**src/led_sunrise_sunset_fade_unit_assert.svh**
```systemverilog
// Assertion macros shared by the fade unit RTL.
`ifndef LED_SUNRISE_SUNSET_FADE_UNIT_ASSERT_SVH
`define LED_SUNRISE_SUNSET_FADE_UNIT_ASSERT_SVH

// Checked at every clock edge outside reset.
`define LSF_ASSERT(lbl, clk, rst_n, prop, msg) \
  lbl: assert property (@(posedge clk) disable iff (!rst_n) (prop)) else $error(msg);

// Checked at every clock edge, reset included.
`define LSF_ASSERT_ALWAYS(lbl, clk, prop, msg) \
  lbl: assert property (@(posedge clk) (prop)) else $error(msg);

`endif

```
**src/lsf_pkg.sv**
```systemverilog
// Package with the codes, constants and types of the LED fade unit.
`timescale 1ns / 1ps
package lsf_pkg;

  localparam int unsigned LEVEL_W    = 8;
  localparam int unsigned SCALE_W    = 17;
  // duration (8 bits) times the largest scale (17 bits) fits in 25 bits
  localparam int unsigned DIVIDEND_W = 25;

  localparam logic [SCALE_W-1:0] MS_PER_MIN_SINGLE = 17'd60000;
  localparam logic [SCALE_W-1:0] MS_PER_MIN_BOTH   = 17'd120000;

  // Channel selection codes
  localparam logic [1:0] SEL_WARM = 2'd0;
  localparam logic [1:0] SEL_COLD = 2'd1;
  localparam logic [1:0] SEL_BOTH = 2'd2;
  localparam logic [1:0] SEL_BAD  = 2'd3;

  // Action codes of an input transaction
  localparam logic [1:0] ACT_TICK = 2'd0;
  localparam logic [1:0] ACT_RISE = 2'd1;
  localparam logic [1:0] ACT_SET  = 2'd2;
  localparam logic [1:0] ACT_NONE = 2'd3;

  // Ramp modes
  localparam logic [1:0] MODE_HOLD = 2'd0;
  localparam logic [1:0] MODE_RISE = 2'd1;
  localparam logic [1:0] MODE_SET  = 2'd2;

  // Configuration register indexes
  localparam logic [1:0] REG_SEL   = 2'd0;
  localparam logic [1:0] REG_START = 2'd1;
  localparam logic [1:0] REG_END   = 2'd2;
  localparam logic [1:0] REG_DUR   = 2'd3;

  typedef struct packed {
    logic                    start;
    logic [DIVIDEND_W-1:0]   dividend;
    logic [LEVEL_W-1:0]      divisor;
  } div_req_t;

  typedef struct packed {
    logic                    done;
    logic [DIVIDEND_W-1:0]   quotient;
  } div_rsp_t;

endpackage

```
**src/led_sunrise_sunset_fade_unit.sv**
```systemverilog
// Top level of the two-channel LED sunrise and sunset fade unit.
`timescale 1ns / 1ps
// The unit takes one transaction at a time and answers each with exactly one
// result. A tick while a ramp runs passes the delta, accumulate and compare states
// before the result register: the time difference, the saturating accumulation
// and the interval compare each take one pass through the shared 33-bit adder.
// A start waits for the bit-serial divider, which forms the step interval one
// quotient bit per cycle. A rejected start goes from the start check to the
// output state; a tick while static and an ignored action go there directly.
// A new transaction is accepted while the previous result still waits in the
// output register. Configuration must only be written while the unit is idle.
module led_sunrise_sunset_fade_unit import lsf_pkg::*; (
  input  logic               clk_i,
  input  logic               rst_ni,
  input  logic               cfg_we_i,
  input  logic [1:0]         cfg_idx_i,
  input  logic [7:0]         cfg_wdata_i,
  input  logic               in_valid_i,
  output logic               in_ready_o,
  input  logic [1:0]         action_i,
  input  logic [31:0]        now_ms_i,
  output logic               out_valid_o,
  input  logic               out_ready_i,
  output logic [LEVEL_W-1:0] warm_level_o,
  output logic [LEVEL_W-1:0] cold_level_o,
  output logic [1:0]         ramp_mode_o,
  output logic               light_on_o,
  output logic               step_taken_o,
  output logic               start_rejected_o
);

`include "led_sunrise_sunset_fade_unit_assert.svh"

  typedef enum logic [6:0] {
    S_IDLE  = 7'b0000001,
    S_START = 7'b0000010,
    S_DIV   = 7'b0000100,
    S_DELTA = 7'b0001000,
    S_ACC   = 7'b0010000,
    S_CMP   = 7'b0100000,
    S_OUT   = 7'b1000000
  } state_e;

  state_e state_q, state_d;

  // Configuration registers
  logic [1:0]         reg_sel_q;
  logic [LEVEL_W-1:0] reg_start_q, reg_end_q, reg_dur_q;

  // Fade state
  logic [31:0]           last_q, last_d;
  logic [31:0]           acc_q, acc_d;
  logic [DIVIDEND_W-1:0] interval_q, interval_d;
  logic [LEVEL_W-1:0]    warm_q, warm_d, cold_q, cold_d, tgt_q, tgt_d;
  logic [1:0]            mode_q, mode_d, sel_q, sel_d;
  logic                  on_q, on_d;

  // Transaction in flight
  logic [1:0]  action_q, action_d;
  logic [31:0] now_q, now_d;
  logic [31:0] delta_q, delta_d;
  logic        step_q, step_d, rej_q, rej_d;

  // Output register
  logic               out_valid_q, out_valid_d, out_load;
  logic [LEVEL_W-1:0] out_warm_q, out_cold_q;
  logic [1:0]         out_mode_q;
  logic               out_on_q, out_step_q, out_rej_q;

  // Shared adder
  logic [31:0] alu_a, alu_b;
  logic        alu_sub;
  logic [32:0] alu_res;

  div_req_t div_req;
  div_rsp_t div_rsp;

  logic               is_rise, start_ok;
  logic [LEVEL_W-1:0] gap;
  logic [SCALE_W-1:0] scale;

  logic               use_w, use_c;
  logic [LEVEL_W-1:0] warm_st, cold_st;
  logic [1:0]         mode_st;
  logic               on_st;

  lsf_div u_div (
    .clk_i  (clk_i),
    .rst_ni (rst_ni),
    .req_i  (div_req),
    .rsp_o  (div_rsp)
  );

  // Configuration writes
  always_ff @(posedge clk_i or negedge rst_ni) begin
    if (!rst_ni) begin
      reg_sel_q   <= SEL_WARM;
      reg_start_q <= '0;
      reg_end_q   <= '0;
      reg_dur_q   <= '0;
    end else if (cfg_we_i) begin
      unique case (cfg_idx_i)
        REG_SEL:   reg_sel_q   <= cfg_wdata_i[1:0];
        REG_START: reg_start_q <= cfg_wdata_i;
        REG_END:   reg_end_q   <= cfg_wdata_i;
        REG_DUR:   reg_dur_q   <= cfg_wdata_i;
        default:   reg_sel_q   <= reg_sel_q;
      endcase
    end
  end

  always_comb begin
    alu_a   = acc_q;
    alu_b   = 32'(interval_q);
    alu_sub = 1'b1;
    unique case (state_q)
      S_DELTA: begin
        alu_a = now_q;
        alu_b = last_q;
      end
      S_ACC: begin
        alu_b   = delta_q;
        alu_sub = 1'b0;
      end
      default: begin
        alu_a = acc_q;
      end
    endcase
    alu_res = alu_sub ? ({1'b0, alu_a} - {1'b0, alu_b}) : ({1'b0, alu_a} + {1'b0, alu_b});
  end

  assign is_rise  = (action_q == ACT_RISE);
  assign start_ok = (reg_sel_q != SEL_BAD) &&
                    (is_rise ? (reg_end_q > reg_start_q) : (reg_start_q > reg_end_q));
  assign gap      = is_rise ? (reg_end_q - reg_start_q) : (reg_start_q - reg_end_q);
  assign scale    = (reg_sel_q == SEL_BOTH) ? MS_PER_MIN_BOTH : MS_PER_MIN_SINGLE;

  // One level step toward the target; in both mode the warm channel decides the end.
  always_comb begin
    use_w   = (sel_q == SEL_WARM) || (sel_q == SEL_BOTH);
    use_c   = (sel_q == SEL_COLD) || (sel_q == SEL_BOTH);
    warm_st = warm_q;
    cold_st = cold_q;
    mode_st = mode_q;
    on_st   = on_q;
    if (!on_q) begin
      mode_st = MODE_HOLD;
    end else if (mode_q == MODE_RISE) begin
      if (use_w && (warm_q < tgt_q)) warm_st = warm_q + LEVEL_W'(1);
      if (use_c && (cold_q < tgt_q)) cold_st = cold_q + LEVEL_W'(1);
      if (use_w) begin
        if (warm_st >= tgt_q) begin
          mode_st = MODE_HOLD;
          if (sel_q == SEL_WARM) cold_st = '0;
        end
      end else if (sel_q == SEL_COLD) begin
        if (cold_st >= tgt_q) begin
          mode_st = MODE_HOLD;
          warm_st = '0;
        end
      end
    end else begin
      if (use_w && (warm_q > tgt_q)) warm_st = warm_q - LEVEL_W'(1);
      if (use_c && (cold_q > tgt_q)) cold_st = cold_q - LEVEL_W'(1);
      if (use_w) begin
        if (warm_st == '0) begin
          on_st   = 1'b0;
          mode_st = MODE_HOLD;
        end else if (warm_st <= tgt_q) begin
          mode_st = MODE_HOLD;
          if (sel_q == SEL_WARM) cold_st = '0;
        end
      end else if (sel_q == SEL_COLD) begin
        if (cold_st == '0) begin
          on_st   = 1'b0;
          mode_st = MODE_HOLD;
        end else if (cold_st <= tgt_q) begin
          mode_st = MODE_HOLD;
        end
      end
    end
  end

  always_comb begin
    state_d    = state_q;
    last_d     = last_q;
    acc_d      = acc_q;
    interval_d = interval_q;
    warm_d     = warm_q;
    cold_d     = cold_q;
    tgt_d      = tgt_q;
    mode_d     = mode_q;
    sel_d      = sel_q;
    on_d       = on_q;
    action_d   = action_q;
    now_d      = now_q;
    delta_d    = delta_q;
    step_d     = step_q;
    rej_d      = rej_q;
    div_req.start    = 1'b0;
    div_req.dividend = DIVIDEND_W'(reg_dur_q) * DIVIDEND_W'(scale);
    div_req.divisor  = gap;
    unique case (state_q)
      S_IDLE: begin
        if (in_valid_i) begin
          action_d = action_i;
          now_d    = now_ms_i;
          step_d   = 1'b0;
          rej_d    = 1'b0;
          case (action_i) inside
            ACT_RISE, ACT_SET: state_d = S_START;
            ACT_TICK:          state_d = (mode_q != MODE_HOLD) ? S_DELTA : S_OUT;
            default:           state_d = S_OUT;
          endcase
        end
      end
      S_START: begin
        if (!start_ok) begin
          rej_d   = 1'b1;
          state_d = S_OUT;
        end else begin
          sel_d = reg_sel_q;
          unique case (reg_sel_q)
            SEL_WARM: begin
              warm_d = reg_start_q;
              cold_d = '0;
              tgt_d  = reg_end_q;
            end
            SEL_COLD: begin
              warm_d = '0;
              cold_d = reg_start_q;
              tgt_d  = reg_end_q;
            end
            default: begin
              warm_d = reg_start_q >> 1;
              cold_d = reg_start_q >> 1;
              tgt_d  = reg_end_q >> 1;
            end
          endcase
          on_d          = 1'b1;
          mode_d        = is_rise ? MODE_RISE : MODE_SET;
          last_d        = now_q;
          acc_d         = '0;
          div_req.start = 1'b1;
          state_d       = S_DIV;
        end
      end
      S_DIV: begin
        if (div_rsp.done) begin
          interval_d = div_rsp.quotient;
          state_d    = S_OUT;
        end
      end
      S_DELTA: begin
        delta_d = alu_res[31:0];
        last_d  = now_q;
        state_d = S_ACC;
      end
      S_ACC: begin
        // The accumulator saturates instead of wrapping.
        acc_d   = alu_res[32] ? '1 : alu_res[31:0];
        state_d = S_CMP;
      end
      S_CMP: begin
        if (!alu_res[32]) begin
          acc_d  = '0;
          step_d = 1'b1;
          warm_d = warm_st;
          cold_d = cold_st;
          mode_d = mode_st;
          on_d   = on_st;
        end
        state_d = S_OUT;
      end
      S_OUT: begin
        if (out_load) state_d = S_IDLE;
      end
      default: state_d = S_IDLE;
    endcase
  end

  assign out_load    = (state_q == S_OUT) && (!out_valid_q || out_ready_i);
  assign out_valid_d = out_load ? 1'b1 : (out_ready_i ? 1'b0 : out_valid_q);

  always_ff @(posedge clk_i or negedge rst_ni) begin
    if (!rst_ni) begin
      state_q     <= S_IDLE;
      last_q      <= '0;
      acc_q       <= '0;
      interval_q  <= '0;
      warm_q      <= '0;
      cold_q      <= '0;
      tgt_q       <= '0;
      mode_q      <= MODE_HOLD;
      sel_q       <= SEL_WARM;
      on_q        <= 1'b0;
      out_valid_q <= 1'b0;
    end else begin
      state_q     <= state_d;
      last_q      <= last_d;
      acc_q       <= acc_d;
      interval_q  <= interval_d;
      warm_q      <= warm_d;
      cold_q      <= cold_d;
      tgt_q       <= tgt_d;
      mode_q      <= mode_d;
      sel_q       <= sel_d;
      on_q        <= on_d;
      out_valid_q <= out_valid_d;
    end
  end

  always_ff @(posedge clk_i) begin
    action_q <= action_d;
    now_q    <= now_d;
    delta_q  <= delta_d;
    step_q   <= step_d;
    rej_q    <= rej_d;
    if (out_load) begin
      out_warm_q <= warm_q;
      out_cold_q <= cold_q;
      out_mode_q <= mode_q;
      out_on_q   <= on_q;
      out_step_q <= step_q;
      out_rej_q  <= rej_q;
    end
  end

  assign in_ready_o       = (state_q == S_IDLE);
  assign out_valid_o      = out_valid_q;
  assign warm_level_o     = out_warm_q;
  assign cold_level_o     = out_cold_q;
  assign ramp_mode_o      = out_mode_q;
  assign light_on_o       = out_on_q;
  assign step_taken_o     = out_step_q;
  assign start_rejected_o = out_rej_q;

  `LSF_ASSERT(a_div_done_in_div, clk_i, rst_ni, div_rsp.done |-> (state_q == S_DIV), "divider finished outside the division state")
  `LSF_ASSERT(a_ramp_needs_light, clk_i, rst_ni, (mode_q != MODE_HOLD) |-> on_q, "ramp running with the light off")
  `LSF_ASSERT(a_out_from_out_state, clk_i, rst_ni, $rose(out_valid_q) |-> $past(state_q == S_OUT), "result raised outside the output state")
  `LSF_ASSERT(a_flags_exclusive, clk_i, rst_ni, out_valid_q |-> !(out_step_q && out_rej_q), "step and rejection flagged together")
  `LSF_ASSERT_ALWAYS(a_reset_quiet, clk_i, !rst_ni |-> !out_valid_q, "result valid during reset")

endmodule

```
**src/lsf_div.sv**
```systemverilog
// Bit-serial restoring divider for the fade step interval.
`timescale 1ns / 1ps
module lsf_div import lsf_pkg::*; (
  input  logic     clk_i,
  input  logic     rst_ni,
  input  div_req_t req_i,
  output div_rsp_t rsp_o
);

  localparam int unsigned CNT_W = $clog2(DIVIDEND_W);

  logic                  busy_q, busy_d;
  logic                  done_q, done_d;
  logic [CNT_W-1:0]      cnt_q, cnt_d;
  logic [LEVEL_W-1:0]    rem_q, rem_d;
  logic [LEVEL_W-1:0]    dsr_q, dsr_d;
  logic [DIVIDEND_W-1:0] quo_q, quo_d;

  logic [LEVEL_W:0]      trial;
  logic [LEVEL_W+1:0]    diff;

  // The dividend shifts out at the top while quotient bits enter at the bottom.
  assign trial = {rem_q, quo_q[DIVIDEND_W-1]};
  assign diff  = {1'b0, trial} - {2'b00, dsr_q};

  always_comb begin
    busy_d = busy_q;
    done_d = 1'b0;
    cnt_d  = cnt_q;
    rem_d  = rem_q;
    dsr_d  = dsr_q;
    quo_d  = quo_q;
    if (req_i.start) begin
      busy_d = 1'b1;
      cnt_d  = CNT_W'(DIVIDEND_W - 1);
      rem_d  = '0;
      dsr_d  = req_i.divisor;
      quo_d  = req_i.dividend;
    end else if (busy_q) begin
      if (!diff[LEVEL_W+1]) begin
        rem_d = diff[LEVEL_W-1:0];
        quo_d = {quo_q[DIVIDEND_W-2:0], 1'b1};
      end else begin
        rem_d = trial[LEVEL_W-1:0];
        quo_d = {quo_q[DIVIDEND_W-2:0], 1'b0};
      end
      if (cnt_q == '0) begin
        busy_d = 1'b0;
        done_d = 1'b1;
      end else begin
        cnt_d = cnt_q - CNT_W'(1);
      end
    end
  end

  always_ff @(posedge clk_i or negedge rst_ni) begin
    if (!rst_ni) begin
      busy_q <= 1'b0;
      done_q <= 1'b0;
      cnt_q  <= '0;
    end else begin
      busy_q <= busy_d;
      done_q <= done_d;
      cnt_q  <= cnt_d;
    end
  end

  always_ff @(posedge clk_i) begin
    rem_q <= rem_d;
    dsr_q <= dsr_d;
    quo_q <= quo_d;
  end

  assign rsp_o.done     = done_q;
  assign rsp_o.quotient = quo_q;

endmodule

```
**config.mk**
```make
export PLATFORM = sky130hd
export DESIGN_NAME = led_sunrise_sunset_fade_unit
export DESIGN_NICKNAME = d
export VERILOG_FILES = /design/src/lsf_pkg.sv /design/src/led_sunrise_sunset_fade_unit.sv /design/src/lsf_div.sv
export VERILOG_INCLUDE_DIRS = /design/src /design/src/src
export SDC_FILE = /design/constraint.sdc
export NUM_CORES = 1
export LEC_CHECK = 0
export BUFFER_PORTS_ARGS = -buffer_cell sky130_fd_sc_hd__buf_2
export CAP_MARGIN = 20
export CORE_MARGIN = 8
export CORE_UTILIZATION = 35
export CTS_BUF_LIST = sky130_fd_sc_hd__clkbuf_16
export CTS_CLUSTER_DIAMETER = 50
export DETAILED_ROUTE_END_ITERATION = 12
export PLACE_DENSITY = 0.53
export SYNTH_ARGS = -nofsm -noshare
export SYNTH_HDL_FRONTEND = slang
export SYNTH_SLANG_ARGS = --single-unit
```
**constraint.sdc**
```tcl
create_clock -name clk_i -period 9.9 [get_ports clk_i]
set_input_delay 1.485 -clock clk_i [delete_from_list [all_inputs] [get_ports clk_i]]
set_output_delay 1.485 -clock clk_i [all_outputs]
set_load 0.03 [all_outputs]
```
==> results of run 1 <==
==> flip-flops by register name, summed over array words and instances, names as in the netlist, 5 cells and up <==
| register | count |
|---|---|
| acc_q | 32 |
| cold_level_o | 8 |
| cold_q | 8 |
| delta_q | 32 |
| interval_q | 25 |
| last_q | 32 |
| now_q | 32 |
| reg_dur_q | 8 |
| reg_end_q | 8 |
| reg_start_q | 8 |
| state_q | 7 |
| tgt_q | 8 |
| u_div.cnt_q | 5 |
| u_div.dsr_q | 8 |
| u_div.quo_q | 25 |
| u_div.rem_q | 8 |
| warm_level_o | 8 |
| warm_q | 8 |
==> where the power goes <==
group	leakage, nW	switching [mW]	total, mW	internal, mW
clock	0.685	0.574	1.43	0.860
sequential	3.29	0.334	1.94	1.60
combinational	6.23	2.61	4.54	1.93
==> final cells by class <==
class / count / area, sq um / area share [%]
timing repair buffer: 91 / 554 / 2.44
tap: 765 / 957 / 4.22
inverter: 144 / 541 / 2.38
sequential: 289 / 7800 / 34.4
clock inverter: 32 / 236 / 1.04
multi-input combinational: 1546 / 11500 / 50.6
clock buffer: 44 / 1100 / 4.86
==> logic make-up (layout without fill, tap and decap cells) <==
logic type | count (synthesis) | after routing | share of synthesized area, %
other | 2 | 4 | 0.0372
adders and majority gates | 211 | 211 | 14.9
DFF | 289 | 289 | 38.6
xor gates and xnor gates | 110 | 110 | 4.77
and+or+nand+nor | 627 | 627 | 14.7
muxes | 118 | 118 | 6.49
buffers and inverters | 237 | 311 | 4.68
AOI/OAI and AO/OA | 476 | 476 | 15.8
==> how the worst max path moves through the flow <==
stage	start	to	slack, ps	cells after the start
2_1_floorplan	state_q[1]	acc_q[10]	3910	25
3_3_place_gp	state_q[1]	acc_q[31]	2170	22
3_5_place_dp	state_q[1]	warm_q[2]	1970	20
4_1_cts	state_q[1]	acc_q[31]	1900	22
5_1_grt	state_q[1]	acc_q[31]	1110	22
6_report	state_q[1]	acc_q[31]	1790	22
==> metal layers <==
| metal | routed length, um | GRT usage (%) | share of wire, % |
|---|---|---|---|
| met1 | 25600 | 22.2 | 44 |
| met2 | 27100 | 28.5 | 47 |
| met3 | 2780 | 2.50 | 4.8 |
| met4 | 2170 | 6.81 | 3.8 |
| met5 | 0 | 0 | 0 |
==> cells in the mapped netlist, types with 12 or more instances <==
library cell	n	area [sq um]
clkbuf_1	72	270
a221oi_1	18	158
nor3_1	29	145
or2_2	12	75.1
and2_1	18	113
o31ai_1	16	120
dfrtp_1	158	3950
a211oi_1	21	158
o21ai_0	109	546
xor2_1	38	333
a22oi_1	15	113
and3_1	19	119
xnor2_1	72	631
nand4_1	20	125
edfxtp_1	122	3660
mux2i_1	23	230
nand2_1	240	901
fa_1	48	961
mux2_2	92	1040
o2bb2ai_1	36	315
a21oi_1	100	500
o21a_1	12	90.1
ha_1	163	2040
nor2b_1	23	144
a31oi_1	22	138
nand2b_1	26	163
or3_1	12	75.1
inv_1	141	529
a21o_1	22	165
nor2_1	146	548
nand3_1	40	200
==> layout by cell type, fill, tap and decap left out, types with 23 or more instances in the layout <==
master,synthesis,layout
nand2_1,240,240
ha_1,163,163
dfrtp_1,158,158
inv_1,141,150
nor2_1,146,145
edfxtp_1,122,122
o21ai_0,109,109
a21oi_1,100,100
mux2_2,92,92
xnor2_1,72,72
buf_2,6,71
fa_1,48,48
clkbuf_16,0,44
nand3_1,40,40
xor2_1,38,38
o2bb2ai_1,36,36
nor3_1,29,29
nand2b_1,26,26
mux2i_1,23,23
==> critical path, cell delays in order (launching register included) <==
cell and delay (ps):
dfrtp_1 450, nor4_4 880, nand3_2 740, inv_2 760, a2111o_1 300, a21boi_1 340, nand4_2 270, nor4_1 570
a21boi_0 460, nand2_1 90, o21ai_0 100, a21oi_1 100, ha_1 330, a21oi_1 240, nand2_1 80, a311oi_1 520
o41ai_2 110, buf_4 290, and3_1 240, o21ai_1 260, and3_1 200, buf_4 400, a22o_1 220
==> per-stage QoR <==
step	std cells	worst slack, ps
after floorplan	2072	3910
after global placement	2831	2170
after detailed placement	2832	1970
after CTS	2908	1900
after global routing	2911	1110
final	2911	1790
==> run metrics, run 1 <==
Area after DPL=21300 sq um; EDFF count, synth=122; status=completed; synthesized area=20200 sq um; GRT Overall Usage=17.1%; Worst Hold Launch=tgt_q[6]; peak supply drop=0.194 mV; YS warnings=0; IO Count=72; Clock transition at path regs=60 ps; reg2reg path depth=22; Initial Util=35.2%; Final Max Tran Viols=0; worst reg2reg path endpoint=acc_q[31]; vias in the first global route=16100; DRC=0; FF+latch count, synth=289; setup bufs post-CTS=0; H-tree Lvls=2; Via density=5.42; largest net degree at the start of global routing=71; total gr overflow=0; HP Class=flop to flop; syn avg cell area=9.76 sq um; CTS sink cnt=289; Core Area=57400 sq um; gpl congestion=0.887; Worst Hold Path EP=tgt_q[6]; reg2reg start=state_q[1]; first-pass GRT wire length=90900 um; design area=22700 sq um; Final HPWL DP=42500 um; clock skew=43.1 ps; cts bufs inserted=41; number of diodes=0; Mapped Cells=2070; CTS root buf=clkbuf_16; share of layout cells above drive strength 1=13.4%; Max Freq=123 MHz; FILL cells=5683; Data arrival, critical path=8580 ps; hold path depth=2; Post-CTS Hold Fix Bufs=0; power density over the cells=349 nW/um^2; Setup Crit Path Kind=flop to flop; setup_tns=0 ps; Post-Route Utilization=39.5%; Antenna Nets Post-Route=0; Worst EP required=10370 ps; vias post-DR=15800; element type at the critical path end=flop; CTS max path bufs=3; Final Hold Slack=480 ps; Least-Margin Pin Slew=1030 ps; unrepaired setup endpoints after global routing=false; maxcap violations=0; fin crit share=81.9%; later-pin clock latency in the skew report=570 ps; Post-synth ARST share=55.0%; input/output buffers=71; critical path launch point type=flop; Layout area overhead=12.2%; area of the die=65700 sq um; Yosys cell types=86; Iteration-0 DRC Markers=1208; WL/cell=19.8 um; nets@finish=2373; Post-CTS Resized=0; Vert. Die Dim=256 um; final wirelength=57600 um; final hold viol count=0; Final min period=8110 ps; Critical Path Fanout Max=36; normalized max-slew margin=31.0%; antenna violations before repair=0; # rows=88; register-to-register path setup slack=1790 ps; ys flop type=dfrtp_1; CTS tree=built; sequential area share after synthesis=38.6%; total power=7.91 mW; # setup viols final=0; Die W=256 um; leakage dissipation=10.2 nW; Detailed Routing Iterations Pass 1=6
(Power assumes the default switching activity.)
==> run 2, diff against run 1 <==
--- a/config.mk
+++ b/config.mk
@@ -6,6 +6,7 @@
 export SDC_FILE = /design/constraint.sdc
 export NUM_CORES = 1
 export LEC_CHECK = 0
+export ABC_AREA = 1
 export BUFFER_PORTS_ARGS = -buffer_cell sky130_fd_sc_hd__buf_2
 export CAP_MARGIN = 20
 export CORE_MARGIN = 8
@@ -13,7 +14,7 @@
 export CTS_BUF_LIST = sky130_fd_sc_hd__clkbuf_16
 export CTS_CLUSTER_DIAMETER = 50
 export DETAILED_ROUTE_END_ITERATION = 12
-export PLACE_DENSITY = 0.53
+export PLACE_DENSITY = 0.55
 export SYNTH_ARGS = -nofsm -noshare
 export SYNTH_HDL_FRONTEND = slang
 export SYNTH_SLANG_ARGS = --single-unit
==> constraint.sdc (replaced) <==
create_clock -name clk_i -period 7.23 [get_ports clk_i]
set_input_delay 1.0845 -clock clk_i [delete_from_list [all_inputs] [get_ports clk_i]]
set_output_delay 1.0845 -clock clk_i [all_outputs]
set_load 0.03 [all_outputs]
==> run metrics, run 2 <==
status=completed; vias post-DR=16900; Least-Margin Pin Slew=974 ps; reg2reg path depth=20; Setup Crit Path Kind=flop to flop; H-tree Lvls=2; first-pass GRT wire length=92600 um; Core Area=57500 sq um; top post-synthesis cells by area=dfrtp_1, edfxtp_1, nand2_1; Initial Util=35.2%; YS warnings=0; HP Class=flop to flop; global route hottest layer=met2; met2 GRT Util=27.5%; hold path depth=0; cts bufs inserted=45; normalized max-slew margin=35.0%; count leader, synth=nand2_1; reg2reg start=reg_sel_q[1]; share of layout cells above drive strength 1=8.77%; Final HPWL DP=44100 um; Reg area=7800 sq um; vias in the first global route=16700; Final Hold Slack=440 ps; # rows=88; leakage dissipation=11.6 nW; CTS tree=built; area of the die=65800 sq um; element type at the critical path end=flop; GRT Overall Usage=17.3%; sequential area share after synthesis=38.5%; total gr overflow=0; EDFF count, synth=122; unrepaired setup endpoints after global routing=false; fin crit share=86.8%; power density over the cells=446 nW/um^2; Mapped Cells=2509; Synth top area share=19.5%; Post-synth ARST share=55.0%; post-synth top area cell=dfrtp_1; Clock transition at path regs=60 ps; input/output buffers=71; DRC=0; later-pin clock latency in the skew report=560 ps; GR Util met1=23.9%; Post-CTS Hold Fix Bufs=0; Max Freq=159 MHz; IO Count=72; nets@finish=2833; critical path launch point type=flop; worst reg2reg path endpoint=u_div.quo_q[24]; Final min period=6280 ps; WL/cell=17.2 um; commonest non-fill, non-tap cell in the layout=nand2_1; final hold viol count=0; met3 usage=2.51%; Detailed Routing Iterations Pass 1=5; Layout area overhead=13.3%; setup bufs post-CTS=0; design area=23000 sq um; Data arrival, critical path=6570 ps; FF+latch count, synth=289; top cells by count, synth=nand2_1, inv_1, o21ai_0, nor2_1, ha_1; final wirelength=58000 um; Via density=5.02; Iteration-0 DRC Markers=1183; maxcap violations=0; FILL cells=5920; largest net degree at the start of global routing=62; Die W=257 um; register-to-register path setup slack=950 ps; Post-CTS Resized=0; ys flop type=dfrtp_1; syn avg cell area=8.07 sq um; CTS max path bufs=3; peak supply drop=0.197 mV; commonest cells after routing, fill and taps aside=nand2_1, inv_1, o21ai_0, nor2_1, ha_1; Worst EP required=7520 ps; Final Max Tran Viols=0; gpl congestion=0.970; CP Launch Point=reg_sel_q[1]; crit path to=u_div.quo_q[24]; clock skew=18.4 ps; Critical Path Fanout Max=10; Vert. Die Dim=257 um; CTS root buf=clkbuf_16; setup_tns=0 ps; Area after DPL=21400 sq um; Antenna Nets Post-Route=0; CTS sink cnt=289; # setup viols final=0; multi-input logic area=10800 sq um; Yosys cell types=55; antenna violations before repair=0; synthesized area=20300 sq um
-- run 2: cell types whose count changed after synthesis, moves of 40 or more --
cell / previous run / this run
inv_1: 141 / 340
nand2_1: 240 / 592
mux2_2: 92 / 27
o21ai_0: 109 / 232
xor2_1: 38 / 78
nand3_1: 40 / 136
xnor2_1: 72 / 21
nor2_1: 146 / 207
-- run 2: power by group --
group	total (mW)	internal, mW	switching (mW)
Sequential	2.54	2.20	0.348
Combinational	5.56	2.01	3.55
Clock	2.14	1.29	0.858
Total	10.2	5.49	4.75
-- run 2: cell families (layout without fill, tap and decap cells) --
family | count (synthesis) | count (layout) | share of synthesized area, %
AND/OR/NAND/NOR | 1001 | 1001 | 20.5
AO/OA/AOI/OAI | 449 | 449 | 11.9
other | 2 | 5 | 0.0371
adder cells (fa/ha/maj) | 211 | 211 | 14.8
flip-flops | 289 | 289 | 38.5
XOR/XNOR | 99 | 99 | 4.28
multiplexers | 30 | 30 | 1.65
buffers and inverters | 428 | 527 | 8.26
-- run 2: critical path, cell delays in order (launching register included) --
cell      delay, ps
dfrtp_1         340
clkinv_1        220
nor2_1          650
clkinv_1        480
nor2_1          520
inv_1           130
fa_1            530
fa_1            460
fa_1            550
inv_1            40
ha_1            280
inv_1            50
o21ai_0         370
inv_1            70
o21ai_0         270
a21oi_1         160
o21ai_0         320
nand2_1         110
o21ai_0         210
xor2_1          150
o21ai_0          80
-- run 2: per-stage QoR --
| stage | util, % | total power, mW | std cells | setup slack, ps |
|---|---|---|---|---|
| final | 39.9 | 10.2 | 3376 | 953 |
| after global routing | 39.9 | 11.2 | 3375 | 401 |
| after CTS | 39.8 | 10.3 | 3372 | 866 |
| after detailed placement | 37.2 | 8.06 | 3288 | 914 |
| after global placement | 37.2 | 7.95 | 3288 | 957 |
| after floorplan | - | 6.57 | 2511 | 1690 |
-- run 2: worst min path at each step --
stage | startpoint | to | slack, ps
5_1_grt | step_q | step_taken_o | 440
4_1_cts | step_q | step_taken_o | 450
2_1_floorplan | rej_q | start_rejected_o | 400
6_report | step_q | step_taken_o | 440
3_5_place_dp | step_q | step_taken_o | 440
3_3_place_gp | rej_q | start_rejected_o | 430
-- run 2: metal layers --
metal | wire [um] | share of wire, % | vias up
li1 | - | - | 8351
met2 | 26100 | 45 | 437
met4 | 1670 | 2.9 | 0
met3 | 2760 | 4.8 | 98
met5 | 0 | 0 | -
met1 | 27400 | 47 | 8057
-- run 2: cell type report --
class / instances / share of cell area, %
well taps: 765 / 4.17
repair buffers: 94 / 2.50
flip-flops and latches: 289 / 34.0
clock inverters: 37 / 1.41
clock buffers: 47 / 5.12
diodes: 1 / 0.0109
multi-input cells: 1794 / 47.1
inverters: 349 / 5.71
==> run 3, diff against run 2 <==
--- a/config.mk
+++ b/config.mk
@@ -11,7 +11,7 @@
 export CAP_MARGIN = 20
 export CORE_MARGIN = 8
 export CORE_UTILIZATION = 35
-export CTS_BUF_LIST = sky130_fd_sc_hd__clkbuf_16
+export CTS_BUF_LIST = sky130_fd_sc_hd__clkbuf_8
 export CTS_CLUSTER_DIAMETER = 50
 export DETAILED_ROUTE_END_ITERATION = 12
 export PLACE_DENSITY = 0.55
==> run metrics, run 3 (synthesized netlist as in run 2, its figures left out) <==
status=completed; Die W=257 um; crit path to=u_div.quo_q[24]; clock skew=34.5 ps; met3 usage=2.75%; IO Count=72; # setup viols final=0; Critical Path Fanout Max=10; CTS tree=built; Iteration-0 DRC Markers=1171; WL/cell=17.1 um; # rows=88; CTS root buf=clkbuf_8; HP Class=input pin to asynchronous set/reset pin; commonest non-fill, non-tap cell in the layout=nand2_1; largest net degree at the start of global routing=62; Reg area=7800 sq um; CP Launch Point=reg_sel_q[1]; Via density=5.00; setup_tns=0 ps; GRT Overall Usage=17.2%; worst reg2reg path endpoint=u_div.quo_q[24]; vias post-DR=17000; Layout area overhead=11.6%; Core Area=57500 sq um; Post-CTS Resized=0; Worst EP required=7590 ps; final hold viol count=0; gpl congestion=0.970; CTS max path bufs=3; unrepaired setup endpoints after global routing=false; reg2reg start=reg_sel_q[1]; Antenna Nets Post-Route=0; Final min period=6240 ps; Initial Util=35.2%; H-tree Lvls=2; antenna violations before repair=0; commonest cells after routing, fill and taps aside=nand2_1, inv_1, o21ai_0, nor2_1, ha_1; DRC=0; maxcap violations=0; Post-CTS Hold Fix Bufs=0; reg2reg path depth=20; placed cell count=3288; area of the die=65800 sq um; input/output buffers=71; normalized max-slew margin=36.5%; Vert. Die Dim=257 um; share of layout cells above drive strength 1=8.68%; Final Non-Filler Cells=3393; Least-Margin Pin Slew=951 ps; fin crit share=86.3%; final wirelength=57900 um; global route hottest layer=met2; nets@finish=2843; register-to-register path setup slack=990 ps; Detailed Routing Iterations Pass 1=8; critical path launch point type=flop; Data arrival, critical path=6610 ps; first-pass GRT wire length=92300 um; met2 GRT Util=27.1%; CTS sink cnt=289; GR Util met1=23.9%; total gr overflow=0; number of diodes=0; later-pin clock latency in the skew report=630 ps; cts bufs inserted=55; leakage dissipation=11.5 nW; multi-input logic area=10800 sq um; power density over the cells=432 nW/um^2; Max Freq=160 MHz; Final Max Tran Viols=0; vias in the first global route=16700; Clock transition at path regs=60 ps; FILL cells=5998; Final HPWL DP=44100 um; peak supply drop=0.198 mV; Setup Crit Path Kind=flop to flop; element type at the critical path end=flop; setup bufs post-CTS=0
[run 3: routing by layer]
layer / routed length [um] / share of wire, % / vias to the layer above
li1: - / - / 8369
met1: 27600 / 48 / 8069
met2: 25700 / 44 / 438
met3: 2750 / 4.7 / 104
met4: 1810 / 3.1 / 0
met5: 0 / 0 / -
[run 3: worst min-delay path by stage]
stage            from          endpoint  cells after the start
2_1_floorplan   rej_q  start_rejected_o                      0
3_3_place_gp    rej_q  start_rejected_o                      0
3_5_place_dp   step_q      step_taken_o                      0
4_1_cts        rst_ni       out_valid_o                      1
5_1_grt        rst_ni       out_valid_o                      1
6_report       rst_ni       out_valid_o                      1
[run 3: final cells by class]
type,instances,area share (%)
inverters,349,5.80
clock inverters,39,1.22
well taps,765,4.24
flip-flops and latches,289,34.5
repair buffers,94,2.54
multi-input cells,1794,47.8
clock buffers,63,3.84
[run 3: critical path: stages (launching register included)]
cell	delay, ps
dfrtp_1	340
clkinv_1	220
nor2_1	650
clkinv_1	480
nor2_1	520
inv_1	130
fa_1	530
fa_1	460
fa_1	550
inv_1	40
ha_1	280
inv_1	50
o21ai_0	370
inv_1	70
o21ai_0	260
a21oi_1	150
o21ai_0	310
nand2_1	110
o21ai_0	210
xor2_1	150
o21ai_0	80
[run 3: stage by stage]
stage | hold slack (ps) | setup WS [ps] | cell area (sq um) | total power, mW | util, %
2_1_floorplan | 400 | 1690 | 20300 | 6.57 | -
3_3_place_gp | 429 | 957 | 21400 | 7.95 | 37.2
3_5_place_dp | 436 | 914 | 21400 | 8.06 | 37.2
4_1_cts | 403 | 873 | 22500 | 9.79 | 39.2
5_1_grt | 427 | 408 | 22600 | 10.7 | 39.3
6_report | 416 | 988 | 22600 | 9.76 | 39.3
[run 3: where the power goes]
group | internal [mW] | switching [mW] | leakage (nW)
registers | 2.20 | 0.349 | 3.30
logic | 2.01 | 3.54 | 7.54
clock network | 0.938 | 0.717 | 0.679
total | 5.15 | 4.61 | 11.5
